File: src/sle_pkg.sv
// Shared constants, codes and controller/datapath handshake structs for the
// sequential list engine. No dependencies.
package sle_pkg;

	// List geometry
	localparam int MAX_ENTRIES = 16;
	localparam int DATA_W      = 32;
	localparam int IDX_W       = (MAX_ENTRIES > 1) ? $clog2(MAX_ENTRIES) : 1;
	localparam int CNT_W       = $clog2(MAX_ENTRIES + 1);

	// Port field widths
	localparam int OP_W   = 2;
	localparam int POS_W  = 5;
	localparam int ELEM_W = 32;
	localparam int STAT_W = 3;
	localparam int LEN_W  = 5;

	// Width for position/length comparisons without overflow
	localparam int CMP_W = ((POS_W > CNT_W) ? POS_W : CNT_W) + 1;

	typedef enum logic [OP_W-1:0] {
		OP_GET    = 2'd0,
		OP_LOCATE = 2'd1,
		OP_INSERT = 2'd2,
		OP_DELETE = 2'd3
	} op_t;

	typedef enum logic [STAT_W-1:0] {
		ST_OK        = 3'd0,
		ST_BAD_POS   = 3'd1,
		ST_FULL      = 3'd2,
		ST_EMPTY     = 3'd3,
		ST_NOT_FOUND = 3'd4
	} status_t;

	// Controller -> datapath
	typedef struct packed {
		logic load;    // capture the request item
		logic start;   // set up the walk for the operation
		logic rd;      // issue one RAM read and step the walk
		logic take;    // consume the read data returned this cycle
		logic finish;  // commit the list update and load the result
	} cmd_t;

	// Datapath -> controller
	typedef struct packed {
		logic err;     // request fails its checks
		logic rd_more; // reads still to issue
		logic dv;      // RAM read data valid this cycle
		logic hit;     // locate compare matched this cycle
	} stat_t;

endpackage

File: src/sle_ram.sv
// Generic single-port-write, single-port-read RAM with registered read data.
// No dependencies.
module sle_ram #(
	parameter int WIDTH = 32,
	parameter int DEPTH = 16
) (
	input  logic                                   clk,
	input  logic                                   wr_en,
	input  logic [((DEPTH > 1) ? $clog2(DEPTH) : 1)-1:0] wr_addr,
	input  logic [WIDTH-1:0]                       wr_data,
	input  logic                                   rd_en,
	input  logic [((DEPTH > 1) ? $clog2(DEPTH) : 1)-1:0] rd_addr,
	output logic [WIDTH-1:0]                       rd_data
);

	logic [WIDTH-1:0] mem_q [DEPTH];

	// Write port
	always_ff @(posedge clk) begin
		if (wr_en) begin
			mem_q[wr_addr] <= wr_data;
		end
	end

	// Registered read port
	always_ff @(posedge clk) begin
		if (rd_en) begin
			rd_data <= mem_q[rd_addr];
		end
	end

endmodule

File: src/sle_dp.sv
// Datapath of the sequential list engine: request registers, length counter,
// walk counters, element RAM and result registers. Depends on sle_pkg, sle_ram.
module sle_dp (
	input  logic                          clk,
	input  logic                          arst_n,
	input  sle_pkg::cmd_t                 cmd,
	output sle_pkg::stat_t                st,
	input  logic [sle_pkg::OP_W-1:0]      op,
	input  logic [sle_pkg::POS_W-1:0]     position,
	input  logic [sle_pkg::ELEM_W-1:0]    value,
	output logic [sle_pkg::STAT_W-1:0]    status,
	output logic [sle_pkg::ELEM_W-1:0]    element,
	output logic [sle_pkg::POS_W-1:0]     found_position,
	output logic [sle_pkg::LEN_W-1:0]     list_length
);

	sle_pkg::op_t                    op_q;
	logic [sle_pkg::POS_W-1:0]       pos_q;
	logic [sle_pkg::DATA_W-1:0]      val_q;
	logic [sle_pkg::CNT_W-1:0]       count_q;
	logic [sle_pkg::IDX_W-1:0]       idx_q;
	logic [sle_pkg::IDX_W-1:0]       daddr_q;
	logic [sle_pkg::CNT_W-1:0]       rem_q;
	logic                            dv_q;
	logic                            hit_q;
	logic [sle_pkg::CNT_W-1:0]       found_q;
	logic [sle_pkg::DATA_W-1:0]      elem_q;

	sle_pkg::status_t                err_code;
	sle_pkg::status_t                res_status;
	logic [sle_pkg::CMP_W-1:0]       cnt_x;
	logic [sle_pkg::CMP_W-1:0]       pos_x;
	logic [sle_pkg::IDX_W-1:0]       pidx;
	logic                            pos_bad;
	logic                            is_err;
	logic                            hit;

	logic                            wr_en;
	logic [sle_pkg::IDX_W-1:0]       wr_addr;
	logic [sle_pkg::DATA_W-1:0]      wr_data;
	logic [sle_pkg::DATA_W-1:0]      rd_data;

	assign cnt_x   = sle_pkg::CMP_W'(count_q);
	assign pos_x   = sle_pkg::CMP_W'(pos_q);
	assign pidx    = sle_pkg::IDX_W'(pos_x - sle_pkg::CMP_W'(1));
	assign pos_bad = (pos_q == '0) || (pos_x > cnt_x);

	// Request checks; count only changes at finish so this holds until then
	always_comb begin
		err_code = sle_pkg::ST_OK;
		unique case (op_q)
			sle_pkg::OP_GET: begin
				if (pos_bad) err_code = sle_pkg::ST_BAD_POS;
			end
			sle_pkg::OP_LOCATE: begin
				err_code = sle_pkg::ST_OK;
			end
			sle_pkg::OP_INSERT: begin
				if (count_q == sle_pkg::CNT_W'(sle_pkg::MAX_ENTRIES))
					err_code = sle_pkg::ST_FULL;
				else if ((pos_q == '0) || (pos_x > cnt_x + sle_pkg::CMP_W'(1)))
					err_code = sle_pkg::ST_BAD_POS;
			end
			sle_pkg::OP_DELETE: begin
				if (count_q == '0) err_code = sle_pkg::ST_EMPTY;
				else if (pos_bad) err_code = sle_pkg::ST_BAD_POS;
			end
			default: err_code = sle_pkg::ST_OK;
		endcase
	end

	assign is_err = (err_code != sle_pkg::ST_OK);
	assign hit    = dv_q && (op_q == sle_pkg::OP_LOCATE) && (rd_data == val_q);

	assign st.err     = is_err;
	assign st.rd_more = (rem_q != '0);
	assign st.dv      = dv_q;
	assign st.hit     = hit;

	// Final status of the item
	always_comb begin
		if (is_err)
			res_status = err_code;
		else if ((op_q == sle_pkg::OP_LOCATE) && !hit_q)
			res_status = sle_pkg::ST_NOT_FOUND;
		else
			res_status = sle_pkg::ST_OK;
	end

	// Request capture
	always_ff @(posedge clk) begin
		if (cmd.load) begin
			op_q  <= sle_pkg::op_t'(op);
			pos_q <= position;
			val_q <= sle_pkg::DATA_W'(value);
		end
	end

	// Walk counters: read index, reads remaining, returned-data address
	always_ff @(posedge clk or negedge arst_n) begin
		if (!arst_n) begin
			rem_q   <= '0;
			dv_q    <= 1'b0;
			idx_q   <= '0;
			daddr_q <= '0;
		end else begin
			dv_q <= cmd.rd;
			if (cmd.start) begin
				unique case (op_q)
					sle_pkg::OP_GET: begin
						idx_q <= pidx;
						rem_q <= sle_pkg::CNT_W'(1);
					end
					sle_pkg::OP_LOCATE: begin
						idx_q <= '0;
						rem_q <= count_q;
					end
					sle_pkg::OP_INSERT: begin
						idx_q <= sle_pkg::IDX_W'(cnt_x - sle_pkg::CMP_W'(1));
						rem_q <= sle_pkg::CNT_W'(cnt_x - pos_x + sle_pkg::CMP_W'(1));
					end
					sle_pkg::OP_DELETE: begin
						idx_q <= pidx;
						rem_q <= sle_pkg::CNT_W'(cnt_x - pos_x + sle_pkg::CMP_W'(1));
					end
					default: rem_q <= '0;
				endcase
			end else if (cmd.rd) begin
				rem_q   <= rem_q - sle_pkg::CNT_W'(1);
				daddr_q <= idx_q;
				if (op_q == sle_pkg::OP_INSERT)
					idx_q <= idx_q - sle_pkg::IDX_W'(1);
				else
					idx_q <= idx_q + sle_pkg::IDX_W'(1);
			end
		end
	end

	// Returned data: capture element, record locate hit
	always_ff @(posedge clk) begin
		if (cmd.load) begin
			hit_q <= 1'b0;
		end else if (cmd.take) begin
			if (hit) begin
				hit_q   <= 1'b1;
				found_q <= sle_pkg::CNT_W'(daddr_q) + sle_pkg::CNT_W'(1);
			end
			if (daddr_q == pidx) elem_q <= rd_data;
		end
	end

	// RAM write: shift during the walk, new value at finish
	always_comb begin
		wr_en   = 1'b0;
		wr_addr = daddr_q;
		wr_data = rd_data;
		if (cmd.take && (op_q == sle_pkg::OP_INSERT)) begin
			wr_en   = 1'b1;
			wr_addr = daddr_q + sle_pkg::IDX_W'(1);
		end else if (cmd.take && (op_q == sle_pkg::OP_DELETE) && (daddr_q != pidx)) begin
			wr_en   = 1'b1;
			wr_addr = daddr_q - sle_pkg::IDX_W'(1);
		end else if (cmd.finish && !is_err && (op_q == sle_pkg::OP_INSERT)) begin
			wr_en   = 1'b1;
			wr_addr = pidx;
			wr_data = val_q;
		end
	end

	sle_ram #(
		.WIDTH (sle_pkg::DATA_W),
		.DEPTH (sle_pkg::MAX_ENTRIES)
	) u_ram (
		.clk     (clk),
		.wr_en   (wr_en),
		.wr_addr (wr_addr),
		.wr_data (wr_data),
		.rd_en   (cmd.rd),
		.rd_addr (idx_q),
		.rd_data (rd_data)
	);

	// Length counter
	always_ff @(posedge clk or negedge arst_n) begin
		if (!arst_n) begin
			count_q <= '0;
		end else if (cmd.finish && !is_err) begin
			if (op_q == sle_pkg::OP_INSERT)
				count_q <= count_q + sle_pkg::CNT_W'(1);
			else if (op_q == sle_pkg::OP_DELETE)
				count_q <= count_q - sle_pkg::CNT_W'(1);
		end
	end

	// Result registers
	always_ff @(posedge clk) begin
		if (cmd.finish) begin
			status <= res_status;
			if (!is_err && ((op_q == sle_pkg::OP_GET) || (op_q == sle_pkg::OP_DELETE)))
				element <= sle_pkg::ELEM_W'(elem_q);
			else
				element <= '0;
			if (!is_err && (op_q == sle_pkg::OP_LOCATE) && hit_q)
				found_position <= sle_pkg::POS_W'(found_q);
			else
				found_position <= '0;
			if (is_err)
				list_length <= sle_pkg::LEN_W'(count_q);
			else if (op_q == sle_pkg::OP_INSERT)
				list_length <= sle_pkg::LEN_W'(count_q + sle_pkg::CNT_W'(1));
			else if (op_q == sle_pkg::OP_DELETE)
				list_length <= sle_pkg::LEN_W'(count_q - sle_pkg::CNT_W'(1));
			else
				list_length <= sle_pkg::LEN_W'(count_q);
		end
	end

endmodule

File: src/sle_ctrl.sv
// Controller of the sequential list engine: sequences check, walk and finish
// and owns both handshakes. Depends on sle_pkg.
module sle_ctrl (
	input  logic           clk,
	input  logic           arst_n,
	input  logic           req_valid,
	output logic           req_stall,
	output logic           rsp_valid,
	input  logic           rsp_stall,
	input  sle_pkg::stat_t st,
	output sle_pkg::cmd_t  cmd
);

	typedef enum logic [1:0] {
		S_IDLE,
		S_CHECK,
		S_RUN,
		S_FIN
	} state_t;

	state_t state_q;
	logic   out_valid_q;
	logic   out_free;

	// Result register can be reloaded when empty or being taken now
	assign out_free = !out_valid_q || !rsp_stall;

	assign req_stall = (state_q != S_IDLE);
	assign rsp_valid = out_valid_q;

	// Commands
	always_comb begin
		cmd.load   = (state_q == S_IDLE) && req_valid;
		cmd.start  = (state_q == S_CHECK) && !st.err;
		cmd.rd     = (state_q == S_RUN) && st.rd_more && !st.hit;
		cmd.take   = (state_q == S_RUN) && st.dv;
		cmd.finish = (state_q == S_FIN) && out_free;
	end

	// State and result valid
	always_ff @(posedge clk or negedge arst_n) begin
		if (!arst_n) begin
			state_q     <= S_IDLE;
			out_valid_q <= 1'b0;
		end else begin
			if (cmd.finish) out_valid_q <= 1'b1;
			else if (!rsp_stall) out_valid_q <= 1'b0;

			unique case (state_q)
				S_IDLE: begin
					if (req_valid) state_q <= S_CHECK;
				end
				S_CHECK: begin
					if (st.err) state_q <= S_FIN;
					else state_q <= S_RUN;
				end
				S_RUN: begin
					if (st.hit || !st.rd_more) state_q <= S_FIN;
				end
				S_FIN: begin
					if (out_free) state_q <= S_IDLE;
				end
				default: state_q <= S_IDLE;
			endcase
		end
	end

endmodule

File: src/sequential_list_engine_top.sv
// Top level of the sequential list engine: controller plus datapath.
// Depends on sle_pkg, sle_ctrl, sle_dp (and sle_ram below it).
//
//   channel | handshake            | payload
//   --------+----------------------+------------------------------------------
//   request | req_valid/req_stall  | op, position, value
//   result  | rsp_valid/rsp_stall  | status, element, found_position, list_length
//
// One item at a time. Get reads one entry; locate, insert and delete walk the
// element RAM one entry per cycle through its single read port, at most
// MAX_ENTRIES entries per item. Failed checks go straight to finish.
// Reset clears the length and the handshake state; element RAM is not cleared.
// A held result stalls a finished item until it is taken; a new item is
// accepted while the previous result still waits.
module sequential_list_engine_top (
	input  logic                       clk,
	input  logic                       arst_n,
	input  logic                       req_valid,
	output logic                       req_stall,
	input  logic [sle_pkg::OP_W-1:0]   op,
	input  logic [sle_pkg::POS_W-1:0]  position,
	input  logic [sle_pkg::ELEM_W-1:0] value,
	output logic                       rsp_valid,
	input  logic                       rsp_stall,
	output logic [sle_pkg::STAT_W-1:0] status,
	output logic [sle_pkg::ELEM_W-1:0] element,
	output logic [sle_pkg::POS_W-1:0]  found_position,
	output logic [sle_pkg::LEN_W-1:0]  list_length
);

	sle_pkg::cmd_t  cmd;
	sle_pkg::stat_t st;

	sle_ctrl u_ctrl (
		.clk       (clk),
		.arst_n    (arst_n),
		.req_valid (req_valid),
		.req_stall (req_stall),
		.rsp_valid (rsp_valid),
		.rsp_stall (rsp_stall),
		.st        (st),
		.cmd       (cmd)
	);

	sle_dp u_dp (
		.clk            (clk),
		.arst_n         (arst_n),
		.cmd            (cmd),
		.st             (st),
		.op             (op),
		.position       (position),
		.value          (value),
		.status         (status),
		.element        (element),
		.found_position (found_position),
		.list_length    (list_length)
	);

endmodule

File: config.mk
export PLATFORM = sky130hd
export DESIGN_NAME = sequential_list_engine_top
export DESIGN_NICKNAME = d
export VERILOG_FILES = /design/src/sle_pkg.sv /design/src/sle_ram.sv /design/src/sle_dp.sv /design/src/sle_ctrl.sv /design/src/sequential_list_engine_top.sv
export SDC_FILE = /design/constraint.sdc
export NUM_CORES = 1
export LEC_CHECK = 0
export BUFFER_PORTS_ARGS = -buffer_cell sky130_fd_sc_hd__buf_2
export CORE_UTILIZATION = 60
export CTS_CLUSTER_DIAMETER = 40
export DETAILED_ROUTE_END_ITERATION = 12
export PLACE_DENSITY = 0.83
export SYNTH_ARGS = -nofsm -noshare
export SYNTH_HDL_FRONTEND = slang
export SYNTH_SLANG_ARGS = --single-unit
File: constraint.sdc
create_clock -name clk -period 8.1 [get_ports clk]
set_input_delay 0.81 -clock clk [delete_from_list [all_inputs] [get_ports clk]]
set_output_delay 0.81 -clock clk [all_outputs]
set_load 0.01 [all_outputs]
# Yosys cells after proc, flatten, opt, wreduce, memory -nomap -nowiden

Memory sizes are Yosys's and may differ from the RTL's. A register that Yosys moved wholly into a read port is not among the register bits.
Index checks and enable logic that the tools add are counted.

Register bits after elaboration: 144
RAM bits: 512
Bits of input ports: 43
Output and inout bits: 47
Logic and storage cells: 127
Memories: 1

Add/sub/neg operators: 13
Order comparisons: 2
Eq/ne operators: 14
Muxes and demuxes: 35
Bitwise operators: 2
Reductions and logical operators: 43

Memory list:

| memory           | depth | bits a word | rd ports | clocked after memory_dff | write ports | line          | source |
|---|---|---|---|---|---|---|---|
| u_dp.u_ram.mem_q | 16    | 32          | 1        | 1                        | 1           | sle_ram.sv:16 | `logic [WIDTH-1:0] mem_q [DEPTH];` |

Operators by type and width:

| kind                                             | count |
|---|---|
| two-way mux 32 bit                               | 3 |
| equality test 32 bit                             | 1 |
| two-way mux 5 bit                                | 5 |
| two-way mux 4 bit                                | 6 |
| logical AND 1 bit                                | 17 |
| subtractor 4 x 1 -> 4 bit, second input constant | 4 |
| one-hot mux 5 bit (3 select lines)               | 1 |
| two-way mux 3 bit                                | 4 |
| one-hot mux 3 bit (4 select lines)               | 1 |
| one-hot mux 4 bit (3 select lines)               | 1 |
| adder 5 x 1 -> 5 bit, second input constant      | 2 |
| zero test 5 bit                                  | 2 |
| two-way mux 1 bit                                | 10 |
| subtractor 5 x 1 -> 5 bit, second input constant | 2 |
| AND reduction 3 bit                              | 3 |
| adder 4 x 1 -> 4 bit, second input constant      | 2 |
| equality test 2 bit, second input constant       | 4 |
| one-hot mux 2 bit (4 select lines)               | 1 |
| adder 5 x 1 -> 6 bit, second input constant      | 1 |
| greater-than comparator 5 x 6 -> 1 bit           | 1 |
| zero test 1 bit                                  | 6 |
| two-way mux 2 bit                                | 3 |
| adder 4 x 1 -> 5 bit, second input constant      | 1 |
| equality test 5 bit, second input constant       | 1 |
| other kinds (15)                                 | 27 |

# Logic depth before layout (Yosys ltp)

Depth after elaboration: 15
Mapped depth: 16
Mapped depth without buffers: 13

# Cells and area by module

From an unflattened synthesis, not the netlist that was laid out.

Cell total of the unflattened synthesis: 1405
Area, all modules: 27521.4 µm²

Modules (own cells, without submodules):

| module   | times used | cells an instance | area an instance (µm²) | seq. area each (µm²) |
|---|---|---|---|---|
| sle_ram  | 1          | 838               | 20155.6                | 16335.7 |
| sle_dp   | 1          | 541               | 7094.3                 | 4129.0 |
| sle_ctrl | 1          | 26                | 271.5                  | 75.1 |

# Least setup slack after synthesis

No wires, ideal clock.

Path type: input to register
Start point: input rsp_stall
End point: memory u_dp.u_ram.mem_q[0][0], enable pin
Setup time: 0.501 ns
Arrival: 6.452 ns
Data required time: 7.599 ns
Path slack: 1.147 ns
Stages: 7
Buffers on the path: 0
Cells stage by stage: nand2_1 and2_1 o21ai_0 or2_1 o211ai_2 inv_1 nor4_1

RTL lines:

| element            | line                             | source |
|---|---|---|
| start: declaration | sequential_list_engine_top.sv:24 | `input logic rsp_stall,` |
| end: declaration   | sle_ram.sv:16                    |  |

# Worst setup path after layout

Start point: register u_dp.count_q[0] (netlist bit)
End point: memory u_dp.u_ram.mem_q[6][4], enable pin

Longest elaborated chain between the ends: 15
Elaborated cells between the ends (all ways): 24
Classes of those cells: add/sub (1); order compare (2); eq/ne (1); mux (13); reduce/logical (7)

RTL lines:

| element                                 | line          | source |
|---|---|---|
| start: declaration                      | sle_dp.sv:20  | `logic [sle_pkg::CNT_W-1:0] count_q;` |
| start signal: assignment                | sle_dp.sv:189 | `count_q <= count_q + sle_pkg::CNT_W'(1);` |
| start signal: assignment                | sle_dp.sv:191 | `count_q <= count_q - sle_pkg::CNT_W'(1);` |
| adder 5 x 1 -> 6 bit                    | sle_dp.sv:61  | `else if ((pos_q == '0) \|\| (pos_x > cnt_x + sle_pkg::CMP_W'(1)))` |
| greater-than comparator 5 x 6 -> 1 bit  | sle_dp.sv:61  |  |
| logical OR 1 bit                        | sle_dp.sv:61  |  |
| two-way mux 1 bit                       | sle_dp.sv:61  |  |
| two-way mux 3 bit                       | sle_dp.sv:59  | `if (count_q == sle_pkg::CNT_W'(sle_pkg::MAX_ENTRIES))` |
| one-hot mux 3 bit (4 select lines) (*)  | sle_dp.sv:51  | `unique case (op_q)` |
| nonzero test 3 bit (*)                  | sle_dp.sv:72  | `assign is_err = (err_code != sle_pkg::ST_OK);` |
| zero test 1 bit (*)                     | sle_dp.sv:163 | `end else if (cmd.finish && !is_err && (op_q == sle_pkg::OP_INSERT)) begin` |
| logical AND 1 bit (*) (2 in series)     | sle_dp.sv:163 |  |
| two-way mux 1 bit                       | sle_dp.sv:163 |  |
| two-way mux 1 bit                       | sle_dp.sv:160 | `end else if (cmd.take && (op_q == sle_pkg::OP_DELETE) && (daddr_q != pidx)) begin` |
| two-way mux 1 bit                       | sle_dp.sv:157 | `if (cmd.take && (op_q == sle_pkg::OP_INSERT)) begin` |
| two-way mux 1 bit                       | sle_ram.sv:20 | `if (wr_en) begin` |
| two-way mux 1 bit (implied by the code) | sle_ram.sv:21 | `mem_q[wr_addr] <= wr_data;` |

Every way passes the cells marked *; elsewhere a longest branch is shown, timed or not.

==> flow_metrics.tcl <==
set metrics [dict create \
    status "finished, final reports clean" \
    combPwrFrac_pct 26.7 \
    route.met3.wl_um 5512 \
    drt_drc_violations_left 0 \
    synth_cell_types 71 \
    syn-mean-instance-area_sq_um 20.58 \
    syn_inst 1337 \
    post_cts_buffers 0 \
    synthFlopType "edfxtp_1" \
    slew_violations 0 \
    cts_tree "done" \
    finalSetupViolCount 0 \
    crit-reg2reg-capture "u_dp.u_ram.mem_q[6][4]$_DFFE_PP_" \
    grt_usage_pct 28.81 \
    wire_per_inst_um 30.34 \
    cellLeakagePower_uw 0.01036 \
    reg2reg_depth 13 \
    fin_crit_ns 5.035 \
    endpoint "u_dp.u_ram.mem_q[6][4]$_DFFE_PP_" \
    core_area_sq_mm 0.04528 \
    pwr-share-clk_pct 30.0 \
    seq_area_frac_synth_pct 74.67 \
    critPathKind "reg2reg" \
    r2r_start "u_dp.count_q[0]$_DFFE_PN0N_" \
    reg2reg_setup_slack_ns 3.07 \
    cp_slowest_stage_delay_ns 1.11 \
    cp_slowest_cell "nor2_4" \
    relSlewSlack_pct 9.890 \
    ir_drop_v 0.0002985 \
    yosysTopAreaCell "edfxtp_1" \
    p_seq_share_pct 43.2 \
    clock_path_buffers 3 \
    synth_edf_count 665 \
    htreeDepth 3 \
    clk_pin_slew_ns 0.06 \
    grt_antenna_before_repair 3 \
    synth_most_common_cell "edfxtp_1" \
    hold_path_class "in2async" \
    fmax_ghz 0.1986 \
    whs_ns 0.1926 \
    syn_to_final_growth_pct 14.28 \
    clkLatencyLatePin_ns 0.63 \
    cts-root-buf "clkbuf_16" \
    grt-ovfl-total 0 \
    grt_pass1_vias 14410 \
    vias 13990 \
    power.density_mw_per_mm2 377.5 \
    cp.required_ns 8.31 \
    critical_path.cell_chain "ha_1, nand3_1, xnor2_1, ha_1, nand3_1, o32ai_1, a221oi_1, a211oi_4, inv_2, or4_4, a21oi_4, o21ai_2, nor2_4" \
    drt-total-wl_um 64960 \
    cp-end-kind "flip-flop" \
    gp_congestion 0.8430 \
    start_util_pct 60.75 \
    tns_ns 0 \
    yosys-top-cells-count "665 x edfxtp_1, 160 x mux4_2, 49 x xnor2_1" \
    dp_hpwl_um 36000 \
    maxCapViolCount 0 \
    viasPerCell 6.535 \
    numCtsBuffers 82 \
    crit_fanout 32 \
    die_area_sq_mm 0.04671 \
    switching_share_pct 31.49 \
    syn_area_sq_mm 0.02751 \
    die_x_um 216.1 \
    cts.repair.resized 0 \
    synth-seq-cells 688 \
    synthArstFlopShare_pct 3.198 \
    synth.area.top_cells "edfxtp_1 73%, mux4_2 13%, dfrtp_1 2.0%" \
    grt_start_max_net_pins 74 \
    firstDrtPassIters 8 \
    ant_nets 0 \
    io_buffers 89 \
    rsz0062_at_grt "false" \
    yosysTopAreaCellShare_pct 72.59 \
    ys_warn_count 0 \
    wl_met1_um 24100 \
    post-route-period-util_pct 62.16 \
    dieHeight_um 216.1 \
    start_kind "flip-flop" \
    p_sw_uw 3736 \
    top_layer "met5" \
    grt_pass1_wl_um 96120 \
    final_nets 1556 \
    setup.worst_path.start "u_dp.count_q[0]$_DFFE_PN0N_" \
    final.setup_skew_ns 0.03191 \
    worstPathArrival_ns 5.25 \
    io_pins 90 \
    tightest_slew_ns 1.348 \
    cts.sinks 688 \
    drt_iter0_markers 1802 \
    met2_wirelength_um 32980 \
    drive_gt1_share_pct 30.76 \
    rows 78 \
    postCtsHoldBufs 0 \
    hold_viol_final 0 \
    intPower_uw 8130 \
    syn-num-nets 1418 \
    diodes 0 \
]
[worst min path at each step]
stage,slack [ns],from,to
2_1_floorplan,0.45,u_dp.hit_q$_SDFFE_PP0P_,u_dp.hit_q$_SDFFE_PP0P_
3_3_place_gp,0.46,u_dp.hit_q$_SDFFE_PP0P_,u_dp.hit_q$_SDFFE_PP0P_
3_5_place_dp,0.47,u_dp.hit_q$_SDFFE_PP0P_,u_dp.hit_q$_SDFFE_PP0P_
4_1_cts,0.19,arst_n,u_dp.daddr_q[0]$_DFFE_PN0P_
5_1_grt,0.21,arst_n,u_dp.daddr_q[0]$_DFFE_PN0P_
6_report,0.19,arst_n,u_dp.daddr_q[1]$_DFFE_PN0P_
[per-stage QoR]
stage | std cells | area [sq um] | setup WS [ns] | util, % | power [uW]
final | 2141 | 31440 | 3.065 | 69.42 | 11870
after floorplan | 1337 | 27510 | 1.147 | - | 7247
after CTS | 2141 | 31440 | 3.131 | 69.42 | 11910
after global placement | 1991 | 28770 | 3.335 | 63.54 | 8152
after detailed placement | 1991 | 28770 | 3.157 | 63.54 | 8283
after global routing | 2141 | 31440 | 2.862 | 69.42 | 12280
[sequential cells by signal, summed over array words and instances (netlist names), 2 cells and up]
| register | cells |
|---|---|
| u_dp.u_ram.mem_q | 512 |
| u_dp.elem_q | 32 |
| u_dp.element | 32 |
| u_dp.u_ram.rd_data | 32 |
| u_dp.val_q | 32 |
| u_dp.count_q | 5 |
| u_dp.found_position | 5 |
| u_dp.found_q | 5 |
| u_dp.list_length | 5 |
| u_dp.pos_q | 5 |
| u_dp.rem_q | 5 |
| u_dp.daddr_q | 4 |
| u_dp.idx_q | 4 |
| u_dp.status | 3 |
| u_ctrl.state_q | 2 |
| u_dp.op_q | 2 |
[per-layer routing]
metal / track usage [%] / vias to the layer above
li1: - / 5703
met1: 38.49 / 7204
met2: 48.00 / 922
met3: 5.404 / 157
met4: 10.28 / 6
met5: 0 / -
[power by group through the flow]
stage | Clock, uW | Sequential [uW] | Combinational (uW)
5_1_grt | 3740 | 5160 | 3380
4_1_cts | 3590 | 5130 | 3190
6_report | 3560 | 5130 | 3170
3_5_place_dp | 0 | 5180 | 3100
2_1_floorplan | 0 | 4960 | 2290
3_3_place_gp | 0 | 5160 | 2990
[critical path: cells and delay by family, from the launching register on]
family / cells / cell delay [ns]
buffers and inverters: 1 / 0.19
XOR/XNOR: 1 / 0.17
AO/OA/AOI/OAI: 5 / 1.21
AND/OR/NAND/NOR: 4 / 1.89
adder cells (fa/ha/maj): 2 / 0.59
flip-flops: 1 / 0.56
[area by class of cell]
type | instances | area (sq um)
multi-input combinational | 551 | 6703
tap | 600 | 750.7
sequential | 688 | 20550
timing repair buffer | 112 | 618.1
clock buffer | 95 | 2143
inverter | 40 | 150.1
fill | 2660 | 13850
clock inverter | 55 | 521.8
[cells by family (layout without fill, tap and decap cells)]
group,count (synthesis),in the layout,share of synthesized area [%]
flip-flops,688,688,74.67
multiplexers,200,200,14.71
AND/OR/NAND/NOR,171,171,3.279
buffers and inverters,98,302,1.455
AO/OA/AOI/OAI,76,76,1.947
XOR/XNOR,66,66,2.129
adder cells (fa/ha/maj),38,38,1.810
[cells in the final DEF (no fill, tap or decap), drive strengths merged, types with 9 or more instances in the layout]
cell / n
a21oi: 20
and2: 34
buf: 112
clkbuf: 95
clkinv: 30
dfrtp: 22
edfxtp: 665
ha: 35
inv: 53
mux2: 35
mux4: 160
nand2: 34
nand3: 14
nand4: 10
nor2: 41
nor4: 9
o21ai: 17
xnor2: 50
xor2: 16
Power figures use the tool's default switching activity.
